<file path="config.mk">
export PLATFORM = sky130hd
export DESIGN_NAME = page_frame_allocator
export DESIGN_NICKNAME = d
export VERILOG_FILES = /design/src/sv/pfa_pkg.sv /design/src/sv/pfa_front.sv /design/src/sv/pfa_work_q.sv /design/src/sv/pfa_back.sv /design/src/sv/page_frame_allocator.sv
export SDC_FILE = /design/constraint.sdc
export NUM_CORES = 1
export LEC_CHECK = 0
export ABC_AREA = 1
export BUFFER_PORTS_ARGS = -buffer_cell sky130_fd_sc_hd__buf_2
export CORE_MARGIN = 2
export CORE_UTILIZATION = 31
export CTS_BUF_LIST = sky130_fd_sc_hd__clkbuf_8 sky130_fd_sc_hd__clkbuf_16
export CTS_CLUSTER_DIAMETER = 30
export DETAILED_ROUTE_END_ITERATION = 6
export GPL_ROUTABILITY_DRIVEN = 0
export PLACE_DENSITY = 0.46
export SLEW_MARGIN = 40
export SYNTH_ARGS = -nofsm -noshare
export SYNTH_HDL_FRONTEND = slang
export SYNTH_SLANG_ARGS = --single-unit
</file>
<file path="constraint.sdc">
create_clock -name clk_i -period 3.9 [get_ports clk_i]
set_clock_uncertainty 0.15 [all_clocks]
set_input_delay 0.78 -clock clk_i [delete_from_list [all_inputs] [get_ports clk_i]]
set_output_delay 0.78 -clock clk_i [all_outputs]
set_load 0.05 [all_outputs]
</file>
<file path="src/sv/pfa_pkg.sv">
// Shared types and constants of the page frame allocator.
// No dependencies.
`default_nettype none

package pfa_pkg;

  localparam int unsigned NumFrames   = 64;
  localparam int unsigned OwnerBits   = 16;
  localparam int unsigned IdxW        = $clog2(NumFrames);
  localparam int unsigned CntW        = $clog2(NumFrames + 1);
  localparam int unsigned NeedW       = CntW + 1;
  localparam int unsigned ReqW        = 32;
  localparam int unsigned PsW         = 16;
  localparam int unsigned OwnerW      = 16;
  localparam int unsigned OutFreeW    = 7;
  localparam logic [PsW-1:0] PageSizeRst = 16'd4096;

  typedef enum logic {
    CmdAlloc   = 1'b0,
    CmdRelease = 1'b1
  } cmd_e;

  typedef enum logic {
    StatDone   = 1'b0,
    StatReject = 1'b1
  } status_e;

  typedef struct packed {
    logic              command;
    logic [OwnerW-1:0] owner_id;
    logic [ReqW-1:0]   request_bytes;
  } in_t;

  typedef struct packed {
    logic                status;
    logic [OutFreeW-1:0] free_frames;
  } out_t;

  // Classified command handed from front to back.
  typedef struct packed {
    logic                 command;
    logic [OwnerBits-1:0] owner;
    logic [NeedW-1:0]     need;
  } work_t;

endpackage

`default_nettype wire

</file>
<file path="src/sv/pfa_front.sv">
// Front end: takes commands, holds the page size register and works out the
// pages needed with a bit-serial divider. Depends on pfa_pkg.
`default_nettype none

module pfa_front (
  input  wire logic                       clk_i,
  input  wire logic                       rst_ni,
  input  wire logic                       push,
  output logic                            full,
  input  wire pfa_pkg::in_t               item_i,
  input  wire logic                       cfg_we_i,
  input  wire logic [pfa_pkg::PsW-1:0]    cfg_wdata_i,
  output logic                            work_valid_o,
  input  wire logic                       work_ready_i,
  output pfa_pkg::work_t                  work_o
);

  localparam int unsigned StepW = $clog2(pfa_pkg::ReqW);

  typedef enum logic [1:0] {
    StIdle,
    StDiv,
    StPush
  } state_e;

  state_e                            state_q, state_d;
  logic [pfa_pkg::PsW-1:0]           page_size_q, page_size_d;
  logic [pfa_pkg::PsW-1:0]           dvs_q, dvs_d;
  logic [pfa_pkg::ReqW-1:0]          quo_q, quo_d;
  logic [pfa_pkg::PsW:0]             rem_q, rem_d;
  logic [StepW-1:0]                  step_q, step_d;
  logic                              cmd_q, cmd_d;
  logic [pfa_pkg::OwnerBits-1:0]     owner_q, owner_d;

  logic [pfa_pkg::PsW:0]             rem_sh;
  logic                              rem_ge;
  logic                              q_hi;
  logic [pfa_pkg::NeedW:0]           need_sum;
  logic [pfa_pkg::NeedW-1:0]         need;

  assign rem_sh = {rem_q[pfa_pkg::PsW-1:0], quo_q[pfa_pkg::ReqW-1]};
  assign rem_ge = (rem_sh >= {1'b0, dvs_q});

  // Ceiling: quotient plus one when a remainder is left; saturate large needs.
  assign q_hi     = |quo_q[pfa_pkg::ReqW-1:pfa_pkg::NeedW];
  assign need_sum = {1'b0, quo_q[pfa_pkg::NeedW-1:0]} + {{pfa_pkg::NeedW{1'b0}}, (rem_q != '0)};
  assign need     = (q_hi || need_sum[pfa_pkg::NeedW]) ? '1 : need_sum[pfa_pkg::NeedW-1:0];

  always_comb begin
    state_d     = state_q;
    page_size_d = page_size_q;
    dvs_d       = dvs_q;
    quo_d       = quo_q;
    rem_d       = rem_q;
    step_d      = step_q;
    cmd_d       = cmd_q;
    owner_d     = owner_q;

    if (cfg_we_i) begin
      page_size_d = cfg_wdata_i;
    end

    case (state_q)
      StIdle: begin
        if (push) begin
          cmd_d   = item_i.command;
          owner_d = item_i.owner_id[pfa_pkg::OwnerBits-1:0];
          quo_d   = item_i.request_bytes;
          rem_d   = '0;
          step_d  = '0;
          dvs_d   = (page_size_q == '0) ? pfa_pkg::PsW'(1) : page_size_q;
          if (item_i.command == pfa_pkg::CmdRelease) begin
            // release needs no page count; zero the quotient
            quo_d   = '0;
            state_d = StPush;
          end else begin
            state_d = StDiv;
          end
        end
      end
      StDiv: begin
        quo_d  = {quo_q[pfa_pkg::ReqW-2:0], rem_ge};
        rem_d  = rem_ge ? (rem_sh - {1'b0, dvs_q}) : rem_sh;
        step_d = step_q + StepW'(1);
        if (step_q == StepW'(pfa_pkg::ReqW - 1)) begin
          state_d = StPush;
        end
      end
      StPush: begin
        if (work_ready_i) begin
          state_d = StIdle;
        end
      end
      default: begin
        state_d = StIdle;
      end
    endcase
  end

  always_ff @(posedge clk_i or negedge rst_ni) begin
    if (!rst_ni) begin
      state_q     <= StIdle;
      page_size_q <= pfa_pkg::PageSizeRst;
      dvs_q       <= '0;
      quo_q       <= '0;
      rem_q       <= '0;
      step_q      <= '0;
      cmd_q       <= 1'b0;
      owner_q     <= '0;
    end else begin
      state_q     <= state_d;
      page_size_q <= page_size_d;
      dvs_q       <= dvs_d;
      quo_q       <= quo_d;
      rem_q       <= rem_d;
      step_q      <= step_d;
      cmd_q       <= cmd_d;
      owner_q     <= owner_d;
    end
  end

  assign full         = (state_q != StIdle);
  assign work_valid_o = (state_q == StPush);
  assign work_o       = '{command: cmd_q, owner: owner_q, need: need};

endmodule

`default_nettype wire

</file>
<file path="src/sv/pfa_work_q.sv">
// Two-entry queue of classified commands between front and back.
// Depends on pfa_pkg.
`default_nettype none

module pfa_work_q (
  input  wire logic           clk_i,
  input  wire logic           rst_ni,
  input  wire logic           wr_valid_i,
  output logic                wr_ready_o,
  input  wire pfa_pkg::work_t wr_data_i,
  output logic                rd_valid_o,
  input  wire logic           rd_ready_i,
  output pfa_pkg::work_t      rd_data_o
);

  pfa_pkg::work_t ent_q [2];
  logic           wr_ptr_q, rd_ptr_q;
  logic [1:0]     cnt_q;
  logic           do_wr, do_rd;

  assign wr_ready_o = (cnt_q != 2'd2);
  assign rd_valid_o = (cnt_q != 2'd0);
  assign rd_data_o  = ent_q[rd_ptr_q];
  assign do_wr      = wr_valid_i && wr_ready_o;
  assign do_rd      = rd_valid_o && rd_ready_i;

  always_ff @(posedge clk_i) begin
    if (do_wr) begin
      ent_q[wr_ptr_q] <= wr_data_i;
    end
  end

  always_ff @(posedge clk_i or negedge rst_ni) begin
    if (!rst_ni) begin
      wr_ptr_q <= 1'b0;
      rd_ptr_q <= 1'b0;
      cnt_q    <= 2'd0;
    end else begin
      if (do_wr) begin
        wr_ptr_q <= ~wr_ptr_q;
      end
      if (do_rd) begin
        rd_ptr_q <= ~rd_ptr_q;
      end
      cnt_q <= cnt_q + {1'b0, do_wr} - {1'b0, do_rd};
    end
  end

endmodule

`default_nettype wire

</file>
<file path="src/sv/pfa_back.sv">
// Back end: owns the frame table and free count, walks the frames for a
// release or an allocate that fits and holds the result. Depends on pfa_pkg.
`default_nettype none

module pfa_back (
  input  wire logic           clk_i,
  input  wire logic           rst_ni,
  input  wire logic           work_valid_i,
  output logic                work_ready_o,
  input  wire pfa_pkg::work_t work_i,
  output logic                res_valid_o,
  input  wire logic           res_pop_i,
  output pfa_pkg::out_t       res_o
);

  localparam int unsigned IdxW = pfa_pkg::IdxW;
  localparam logic [IdxW:0] WalkEnd = (IdxW + 1)'(pfa_pkg::NumFrames);

  typedef enum logic [1:0] {
    StIdle,
    StAlloc,
    StRel,
    StOut
  } state_e;

  state_e                          state_q, state_d;
  logic [pfa_pkg::NumFrames-1:0]   used_q, used_d;
  logic [pfa_pkg::CntW-1:0]        free_q, free_d;
  logic [IdxW:0]                   idx_q, idx_d;
  logic                            cmp_vld_q, cmp_vld_d;
  logic [IdxW-1:0]                 cmp_idx_q, cmp_idx_d;
  logic [pfa_pkg::OwnerBits-1:0]   owner_q, owner_d;
  logic [pfa_pkg::NeedW-1:0]       need_q, need_d;
  logic                            status_q, status_d;
  logic                            res_vld_q, res_vld_d;
  pfa_pkg::out_t                   res_q, res_d;

  // Owner table: only meaningful where the used flag is set.
  logic [pfa_pkg::OwnerBits-1:0]   mem [pfa_pkg::NumFrames];
  logic [pfa_pkg::OwnerBits-1:0]   rdata_q;
  logic                            mem_we;
  logic                            res_take;

  assign res_take = res_vld_q && res_pop_i;

  always_comb begin
    state_d   = state_q;
    used_d    = used_q;
    free_d    = free_q;
    idx_d     = idx_q;
    cmp_vld_d = 1'b0;
    cmp_idx_d = cmp_idx_q;
    owner_d   = owner_q;
    need_d    = need_q;
    status_d  = status_q;
    res_vld_d = res_vld_q && !res_pop_i;
    res_d     = res_q;
    mem_we    = 1'b0;

    case (state_q)
      StIdle: begin
        if (work_valid_i) begin
          owner_d  = work_i.owner;
          need_d   = work_i.need;
          idx_d    = '0;
          status_d = pfa_pkg::StatDone;
          if (work_i.command == pfa_pkg::CmdRelease) begin
            state_d = StRel;
          end else if (work_i.need > {1'b0, free_q}) begin
            status_d = pfa_pkg::StatReject;
            state_d  = StOut;
          end else begin
            state_d = StAlloc;
          end
        end
      end
      StAlloc: begin
        // owner zero ends the walk at once and allocates nothing
        if (owner_q == '0 || need_q == '0 || idx_q == WalkEnd) begin
          state_d = StOut;
        end else begin
          if (!used_q[idx_q[IdxW-1:0]]) begin
            used_d[idx_q[IdxW-1:0]] = 1'b1;
            mem_we = 1'b1;
            free_d = free_q - pfa_pkg::CntW'(1);
            need_d = need_q - pfa_pkg::NeedW'(1);
          end
          idx_d = idx_q + (IdxW + 1)'(1);
        end
      end
      StRel: begin
        // read one frame per cycle, compare it the cycle after
        if (idx_q != WalkEnd) begin
          cmp_vld_d = 1'b1;
          cmp_idx_d = idx_q[IdxW-1:0];
          idx_d     = idx_q + (IdxW + 1)'(1);
        end else if (!cmp_vld_q) begin
          state_d = StOut;
        end
        if (cmp_vld_q && used_q[cmp_idx_q] && rdata_q == owner_q) begin
          used_d[cmp_idx_q] = 1'b0;
          free_d = free_q + pfa_pkg::CntW'(1);
        end
      end
      StOut: begin
        if (!res_vld_q || res_take) begin
          res_d     = '{status: status_q, free_frames: pfa_pkg::OutFreeW'(free_q)};
          res_vld_d = 1'b1;
          state_d   = StIdle;
        end
      end
      default: begin
        state_d = StIdle;
      end
    endcase
  end

  always_ff @(posedge clk_i) begin
    if (mem_we) begin
      mem[idx_q[IdxW-1:0]] <= owner_q;
    end
    rdata_q <= mem[idx_q[IdxW-1:0]];
  end

  always_ff @(posedge clk_i or negedge rst_ni) begin
    if (!rst_ni) begin
      state_q   <= StIdle;
      used_q    <= '0;
      free_q    <= pfa_pkg::CntW'(pfa_pkg::NumFrames);
      idx_q     <= '0;
      cmp_vld_q <= 1'b0;
      cmp_idx_q <= '0;
      owner_q   <= '0;
      need_q    <= '0;
      status_q  <= 1'b0;
      res_vld_q <= 1'b0;
      res_q     <= '0;
    end else begin
      state_q   <= state_d;
      used_q    <= used_d;
      free_q    <= free_d;
      idx_q     <= idx_d;
      cmp_vld_q <= cmp_vld_d;
      cmp_idx_q <= cmp_idx_d;
      owner_q   <= owner_d;
      need_q    <= need_d;
      status_q  <= status_d;
      res_vld_q <= res_vld_d;
      res_q     <= res_d;
    end
  end

  assign work_ready_o = (state_q == StIdle);
  assign res_valid_o  = res_vld_q;
  assign res_o        = res_q;

endmodule

`default_nettype wire

</file>
<file path="src/sv/page_frame_allocator.sv">
// Page frame allocator: keeps an owner id for each of 64 page frames and
// answers allocate and release commands with a status and the free count.
// A command enters the front end, which works out the page count of an
// allocate with a one-bit-per-cycle 32-step division and passes a release
// straight on, then waits in a two-entry queue. The back end walks the frame
// table one frame a cycle for a release or an allocate that fits, posts the
// result and takes the next command; that walk sets the sustained rate, and
// front and back overlap on consecutive commands. One result is held while
// the back end works on the next command. Reset frees every frame at once
// through per-frame used flags; no clearing pass is needed.
// Write the page size register only while the block is idle.
`default_nettype none

module page_frame_allocator (
  input  wire logic                    clk_i,
  input  wire logic                    rst_ni,
  input  wire logic                    push,
  output logic                         full,
  input  wire pfa_pkg::in_t            item_i,
  output logic                         empty,
  input  wire logic                    pop,
  output pfa_pkg::out_t                result_o,
  input  wire logic                    cfg_we_i,
  input  wire logic [pfa_pkg::PsW-1:0] cfg_wdata_i
);

  logic           fw_valid, fw_ready;
  pfa_pkg::work_t fw_data;
  logic           wb_valid, wb_ready;
  pfa_pkg::work_t wb_data;
  logic           res_valid;

  pfa_front u_front (
    .clk_i        (clk_i),
    .rst_ni       (rst_ni),
    .push         (push),
    .full         (full),
    .item_i       (item_i),
    .cfg_we_i     (cfg_we_i),
    .cfg_wdata_i  (cfg_wdata_i),
    .work_valid_o (fw_valid),
    .work_ready_i (fw_ready),
    .work_o       (fw_data)
  );

  pfa_work_q u_work_q (
    .clk_i      (clk_i),
    .rst_ni     (rst_ni),
    .wr_valid_i (fw_valid),
    .wr_ready_o (fw_ready),
    .wr_data_i  (fw_data),
    .rd_valid_o (wb_valid),
    .rd_ready_i (wb_ready),
    .rd_data_o  (wb_data)
  );

  pfa_back u_back (
    .clk_i        (clk_i),
    .rst_ni       (rst_ni),
    .work_valid_i (wb_valid),
    .work_ready_o (wb_ready),
    .work_i       (wb_data),
    .res_valid_o  (res_valid),
    .res_pop_i    (pop),
    .res_o        (result_o)
  );

  assign empty = !res_valid;

endmodule

`default_nettype wire

</file>
==> run summary, run 1 <==
CTS Buf Count - 334
Crit path capture type - register
FF-to-FF Start - u_back.idx_q[3]$_DFFE_PN0P_
Site Rows - 154
R2R depth - 11
Clock buffer depth - 4
Hold WS - 0.0883 ns
Max IR drop VDD - 0.475 mV
#FFs+latches synth - 1320
Placed cell count - 7153
Clock slew at reported path FFs - 0.04 ns
Post-CTS sizing - 0
Worst Hold Launch - pop
Vias in the first global route - 38700
Gr busiest metal - met2
Seq/Total Area, Yosys - 70.1%
Reg-to-Reg End - u_back.mem[2][11]$_DFFE_PP_
Syn Area/Cell - 11.6 um2
Worst slack, placed - 0.616 ns
Post-Syn Area - 0.0547 mm2
Yosys top cell area share - 58.9%
Reg2Reg Setup Slack - 0.59 ns
Die area - 0.180 mm2
Min-Delay Path Class - input pin to register
CP Class - register to register
Largest fanout on the critical path - 16
RSZ-0062 raised after global routing - no
Post-synth cell types - 51
First-pass GRT wire length - 260000 um
WP data arrival - 3.72 ns
Final Cycle Share - 84.9%
Drt pass-1 iters - 6
Synth area leaders - edfxtp_1, dfrtp_1, nand2_1, o21ai_0, nand3_1
Peak Freq - 302 MHz
Starting Density - 31.1%
H-tree levels - 5
Area leader, netlist - edfxtp_1
Max-slew headroom - 42.2%
Residual DRC - 0
Drt total wl - 176000 um
Avg Vias per Cell - 4.93
Post-CTS Setup Bufs - 0
CTS root buf - clkbuf_16
Most common flop cell mapped by yosys - edfxtp_1
Static leakage - 27.5 nW
Met2 GRT Util - 31.9%
WHS Endpoint - u_back.res_valid_o$_DFF_PN0_
Share of cells above drive strength 1 - 18.1%
Iter 0 DRT Violations - 3218
Post-layout nets - 5332
Dpl hpwl - 105000 um
CTS tree - built
Sink Count - 1320
Outcome - finished clean
Setup violations, final - 0
Max Transition Viols Final - 0
Vias - 38500
Syn nets - 4850
GRT met1 Usage - 26.1%
Max-cap violations - 0
EDFF count, synth - 1074
Number of cells produced by synthesis - 4736
Buffers on Ports - 79
I/O pin cnt - 80
Critical path origin - u_back.idx_q[3]$_DFFE_PN0P_
Area Overhead vs Synth - 31.2%
Tightest Pin Transition - 0.867 ns
Worst setup SP type - register
GRT Total Usage - 19.5%
Required @ worst endpoint - 4.31 ns
Final Instance Count excl. Fillers - 7812
Core area - 0.176 mm2
Die Width - 424 um
Yosys warns - 0
Final worst path period need - 3.31 ns
Initial antenna violation count - 4
Largest net degree at the start of global routing - 90
Global route total overflow - 0
Die Ht - 424 um
Final hold violations - 0
Fin Setup TNS - 0 ns
Antenna viol nets, final - 0
Power per cell area - 853 mW/mm2
DR WL/cell - 22.6 um
Met3 Use GR - 3.53%
Worst Setup Slack, final - 0.591 ns
Min-Delay Path Depth - 3
Async set-reset flop share out of synthesis - 17.4%
Clk_lat worst skew - 0.93 ns
Hold-fix buffers at CTS - 66
==> power breakdown <==
part	leakage, nW	internal [mW]	switching [mW]
Sequential	12.7	18.0	0.948
Clock	5.65	19.6	8.25
Combinational	9.22	3.96	10.5
Total	27.5	41.6	19.7
==> sequential cells by signal, summed over array words and instances (netlist names), 2 cells and up <==
name	cells
u_front.owner_q	16
u_front.page_size_q	16
u_back.used_q	64
u_back.idx_q	7
u_front.rem_q	17
u_work_q.cnt_q	2
u_back.owner_q	16
u_back.state_q	2
u_front.step_q	5
u_front.state_q	2
u_back.free_q	7
u_front.dvs_q	16
u_back.need_q	8
u_back.res_o	8
u_back.rdata_q	16
u_front.quo_q	32
u_back.cmp_idx_q	6
u_work_q.ent_q	50
u_back.mem	1024
==> layout make-up <==
cell class / count / area, um2
clock buffers: 353 / 8700
fillers: 16600 / 104000
well taps: 2340 / 2930
repair buffers: 388 / 3370
diodes: 1 / 2.50
clock inverters: 236 / 2710
inverters: 310 / 1180
flip-flops and latches: 1320 / 38300
multi-input cells: 2864 / 14600
==> cells by family (layout without fill, tap and decap cells) <==
family                     after synthesis  after routing  share of synthesized area, %
AOI/OAI and AO/OA                      751            751                          8.80
xor gates and xnor gates                34             34                         0.544
adders and majority gates               44             44                          1.03
buffers and inverters                  552           1287                          4.13
DFF                                   1320           1320                          70.1
muxes                                   17             17                         0.345
other                                    0              1                             0
and+or+nand+nor                       2018           2018                          15.1
==> cells in the final DEF, fill, tap and decap left out, types with 41 or more instances in the layout <==
| cell type | n |
|---|---|
| inv_1 | 332 |
| nand4_1 | 64 |
| a21oi_1 | 92 |
| o21ai_0 | 291 |
| nor3_2 | 65 |
| clkbuf_16 | 341 |
| nand2_1 | 1430 |
| buf_2 | 78 |
| edfxtp_1 | 1074 |
| dfrtp_1 | 212 |
| nor2_1 | 149 |
| clkinv_2 | 52 |
| buf_4 | 201 |
| a221oi_1 | 90 |
| ha_1 | 41 |
| dlygate4sd3_1 | 66 |
| a22oi_1 | 82 |
| bufinv_16 | 55 |
| o211ai_1 | 73 |
| nand3_1 | 227 |
==> routing by layer <==
layer | wire (um) | share of wire, % | up-vias
met1 | 78000 | 44 | 19300
li1 | - | - | 17900
met3 | 9410 | 5.3 | 284
met4 | 4480 | 2.5 | 0
met2 | 84300 | 48 | 1121
met5 | 0 | 0 | -
==> per-stage QoR <==
step                power [mW]  util, %  cell area [um2]
floorplan                 27.2        -            54700
global placement          33.5     33.9            59600
detailed placement        33.6     33.9            59700
CTS                       61.7     40.8            71700
global route              63.9     40.9            71800
finish                    61.2     40.9            71800
==> synthesized netlist by cell type (4+ instances only) <==
cell type	n
a22oi_1	82
o31ai_1	5
xnor2_1	13
and3_1	9
clkinv_1	4
nand4_1	64
o2111ai_1	33
or2_2	7
a21oi_1	93
nor4_1	14
buf_2	83
buf_6	9
xor2_1	21
dfrtp_1	228
nand2_1	1433
a31oi_1	20
ha_1	42
a22o_1	31
nor2_1	163
buf_1	16
clkbuf_1	130
o22ai_1	8
o211ai_1	73
nor2_2	4
nor3_1	87
dfxtp_1	16
inv_2	6
inv_1	300
buf_4	4
o21ai_1	11
edfxtp_1	1074
o21ai_0	291
mux2_2	15
a21o_1	5
a221oi_1	90
nand3_1	227
==> worst max path at each step <==
stage / endpoint / cells after the start
6_report: u_back.mem[2][11]$_DFFE_PP_ / 11
5_1_grt: u_back.mem[2][11]$_DFFE_PP_ / 11
4_1_cts: u_back.mem[61][3]$_DFFE_PP_ / 8
3_5_place_dp: u_back.mem[61][7]$_DFFE_PP_ / 8
3_3_place_gp: u_back.mem[22][1]$_DFFE_PP_ / 6
2_1_floorplan: u_back.mem[43][0]$_DFFE_PP_ / 9
==> critical path, cell delays in order, from the launching register on <==
cell	delay, ns
dfrtp_1	0.68
inv_2	0.17
nand2_1	0.25
nor2_1	0.10
a31oi_1	0.14
nand2_1	0.15
inv_1	0.13
nand4_1	0.16
buf_12	0.22
buf_4	0.22
nor3_2	0.35
buf_4	0.25
No activity file was read; power rests on OpenSTA's default activity.
==> run 2: changes to the inputs <==
--- a/config.mk
+++ b/config.mk
@@ -5,7 +5,7 @@
 export SDC_FILE = /design/constraint.sdc
 export NUM_CORES = 1
 export LEC_CHECK = 0
-export ABC_AREA = 1
+export ABC_AREA = 0
 export BUFFER_PORTS_ARGS = -buffer_cell sky130_fd_sc_hd__buf_2
 export CORE_MARGIN = 2
 export CORE_UTILIZATION = 31
==> constraint.sdc (replaced) <==
create_clock -name clk_i -period 2.8 [get_ports clk_i]
set_clock_uncertainty 0.15 [all_clocks]
set_input_delay 0.56 -clock clk_i [delete_from_list [all_inputs] [get_ports clk_i]]
set_output_delay 0.56 -clock clk_i [all_outputs]
set_load 0.05 [all_outputs]
==> run 2 against run 1 <==
Compared with the run above:
- the run now ends with negative setup slack left
- power increased by 42%
- non-clock buffer count increased by 453
- die area decreased by 4.3%
- hold slack got worse by 0.041 ns
- setup slack got worse by 1.1 ns
- synthesized cell count decreased by 27%
- final cell count decreased by 12%
- first-iteration DRC count increased by 12%
- via count decreased by 6.4%
- critical path type unchanged
==> run summary, run 2 <==
Outcome - finished with violations (was finished clean)
Failing checks - negative setup slack
CTS Buf Count - 324 (was 334)
Final hold violations - 0 (unchanged)
Syn Area/Cell - 15.1 um2 (was 11.6 um2)
Sink Count - 1320 (unchanged)
Die Width - 415 um (was 424 um)
Clock buffer depth - 4 (unchanged)
Final Instance Count excl. Fillers - 6866 (was 7812)
Async set-reset flop share out of synthesis - 17.4% (unchanged)
CTS root buf - clkbuf_16 (unchanged)
EDFF count, synth - 1074 (unchanged)
Global route total overflow - 0 (unchanged)
Clock slew at reported path FFs - 0.05 ns (was 0.04 ns)
Vias - 36100 (was 38500)
DR WL/cell - 26.0 um (was 22.6 um)
Largest fanout on the critical path - 11 (was 16)
Drt pass-1 iters - 6 (unchanged)
Largest net degree at the start of global routing - 66 (was 90)
Cell with the most instances after synthesis - edfxtp_1 (was nand2_1)
Power per cell area - 1180 mW/mm2 (was 853 mW/mm2)
Final worst path period need - 3.33 ns (was 3.31 ns)
Peak Freq - 300 MHz (was 302 MHz)
Min-Delay Path Class - input pin to async pin (was input pin to register)
Most common flop cell mapped by yosys - edfxtp_1 (unchanged)
First-pass GRT wire length - 258000 um (was 260000 um)
Static leakage - 27.2 nW (was 27.5 nW)
Residual DRC - 0 (unchanged)
WP data arrival - 3.72 ns (about the same)
Die Ht - 415 um (was 424 um)
Crit path capture type - register (unchanged)
Max FFs per register - 1024 (unchanged)
Initial antenna violation count - 1 (was 4)
CP Class - register to register (unchanged)
Max-slew headroom - 44.6% (was 42.2%)
Placed cell count - 6184 (was 7153)
Syn nets - 3579 (was 4850)
H-tree levels - 5 (unchanged)
Iter 0 DRT Violations - 3598 (was 3218)
Max-cap violations - 0 (unchanged)
Max Transition Viols Final - 0 (unchanged)
Share of cells above drive strength 1 - 31.8% (was 18.1%)
Most frequent cells in the layout - edfxtp_1, buf_4, clkbuf_16 (was nand2_1, edfxtp_1, clkbuf_16)
Worst Setup Slack, final - -0.533 ns (was 0.591 ns)
Starting Density - 31.3% (was 31.1%)
Avg Vias per Cell - 5.25 (was 4.93)
Final Cycle Share - 119% (was 84.9%)
Critical path origin - u_back.idx_q[0]$_DFFE_PN0P_ (was u_back.idx_q[3]$_DFFE_PN0P_)
Area leader, netlist - edfxtp_1 (unchanged)
Die area - 0.172 mm2 (was 0.180 mm2)
Post-synth cell types - 82 (was 51)
FF-to-FF Start - u_back.idx_q[0]$_DFFE_PN0P_ (was u_back.idx_q[3]$_DFFE_PN0P_)
RSZ-0062 raised after global routing - yes (was no)
Seq/Total Area, Yosys - 73.2% (was 70.1%)
CTS tree - built (unchanged)
I/O pin cnt - 80 (unchanged)
Post-synth top cells - edfxtp_1, a22oi_1, nand2_1 (was nand2_1, edfxtp_1, inv_1)
Worst slack, placed - -0.822 ns (was 0.616 ns)
GRT Total Usage - 20.3% (was 19.5%)
#FFs+latches synth - 1320 (unchanged)
Dpl hpwl - 114000 um (was 105000 um)
Core area - 0.167 mm2 (was 0.176 mm2)
Post-Syn Area - 0.0523 mm2 (was 0.0547 mm2)
Setup violations, final - 1143 (was 0)
Antenna viol nets, final - 0 (unchanged)
Vias in the first global route - 36500 (was 38700)
Area Overhead vs Synth - 41.4% (was 31.2%)
Number of cells produced by synthesis - 3465 (was 4736)
Drt total wl - 178000 um (was 176000 um)
Hold WS - 0.0471 ns (was 0.0883 ns)
Max IR drop VDD - 0.856 mV (was 0.475 mV)
Synth area leaders - edfxtp_1, dfrtp_1, a22oi_1, nand2_1, a221oi_1 (was edfxtp_1, dfrtp_1, nand2_1, o21ai_0, nand3_1)
Most common cell after layout, fill and taps aside - edfxtp_1 (was nand2_1)
Worst setup SP type - register (unchanged)
Yosys warns - 0 (unchanged)
Clk_lat worst skew - 0.90 ns (was 0.93 ns)
Buffers on Ports - 79 (unchanged)
Tightest Pin Transition - 0.830 ns (was 0.867 ns)
Fin util - 44.2% (was 40.9%)
Site Rows - 150 (was 154)
Required @ worst endpoint - 3.19 ns (was 4.31 ns)
Post-layout nets - 4532 (was 5332)
Yosys top cell area share - 61.6% (was 58.9%)
## run 2: cell families (layout without fill, tap and decap cells)
kind of cell / after synthesis / after routing / share of synthesized area, %
xor gates and xnor gates: 40 / 40 / 0.669
and+or+nand+nor: 665 / 665 / 6.17
buffers and inverters: 263 / 1457 / 2.04
adders and majority gates: 44 / 44 / 1.08
other: 0 / 3 / 0
AOI/OAI and AO/OA: 981 / 981 / 13.2
DFF: 1320 / 1320 / 73.2
muxes: 152 / 152 / 3.62
## run 2: worst max-delay path, cell delays in order, from the launching register on
cell and delay (ns):
dfrtp_4 0.53, buf_12 0.17, mux2_4 0.30, a221o_1 0.31
a221oi_2 0.26, a2bb2oi_2 0.17, and4_4 0.28, buf_12 0.15
nand2_1 0.10, buf_6 0.16, nor2_4 0.20, buf_12 0.18
## run 2: power breakdown
| group | internal (mW) | switching, mW | leakage (nW) | total (mW) |
|---|---|---|---|---|
| clock | 25.8 | 11.1 | 5.38 | 36.9 |
| sequential | 24.9 | 1.03 | 12.8 | 25.9 |
| combinational | 9.35 | 14.8 | 9.00 | 24.1 |
| total | 60.0 | 27.0 | 27.2 | 87.0 |
## run 2: through the flow
step	setup TNS (ns)	power (mW)	instance area, um2
after global placement	-593.18	49.7	61400
after global routing	-557.52	90.6	74000
after CTS	-466.73	87.3	73700
after floorplan	-442.85	37.5	52700
after detailed placement	-630.46	49.8	61400
final	-465.52	87.0	74000
## run 2: cell type report
cell class / count / area [um2]
fillers: 14900 / 93400
flip-flops and latches: 1320 / 38400
multi-input cells: 1882 / 13700
clock buffers: 336 / 8330
repair buffers: 841 / 8220
well taps: 2204 / 2760
clock inverters: 231 / 2470
inverters: 49 / 185
diodes: 3 / 7.51
## run 2: final timing paths
check	end	slack, ns	cells after the start
max	u_back.mem[15][10]$_DFFE_PP_	-0.53	11
max in group asynchronous	u_front.page_size_q[12]$_DFFE_PN1P_	1.72	3
min reg2reg	u_work_q.ent_q[1][11]$_DFFE_PP_	0.31	0
min in group clk_i	u_front.owner_q[9]$_DFFE_PN0P_	0.26	4
min	u_front.quo_q[23]$_DFFE_PN0P_	0.05	2
max reg2reg	u_back.mem[15][10]$_DFFE_PP_	-0.53	11
## run 2: what timing repair did
action | 4_1_cts | 5_1_grt
pin swaps | 5 | 10
gates resized for setup | 51 | 41
hold endpoints to repair | 298 | 0
hold buffers | 84 | 0
setup buffers | 17 | 1
endpoints found under the setup margin | 1150 | 1153
cloned | 5 | 6
## run 2: layer usage
metal	vias to the layer above	routed length, um	global-route usage [%]
li1	15900	-	-
met1	18500	79400	28.4
met2	1334	83000	31.8
met3	290	11500	4.03
met4	0	4470	6.30
met5	-	0	0
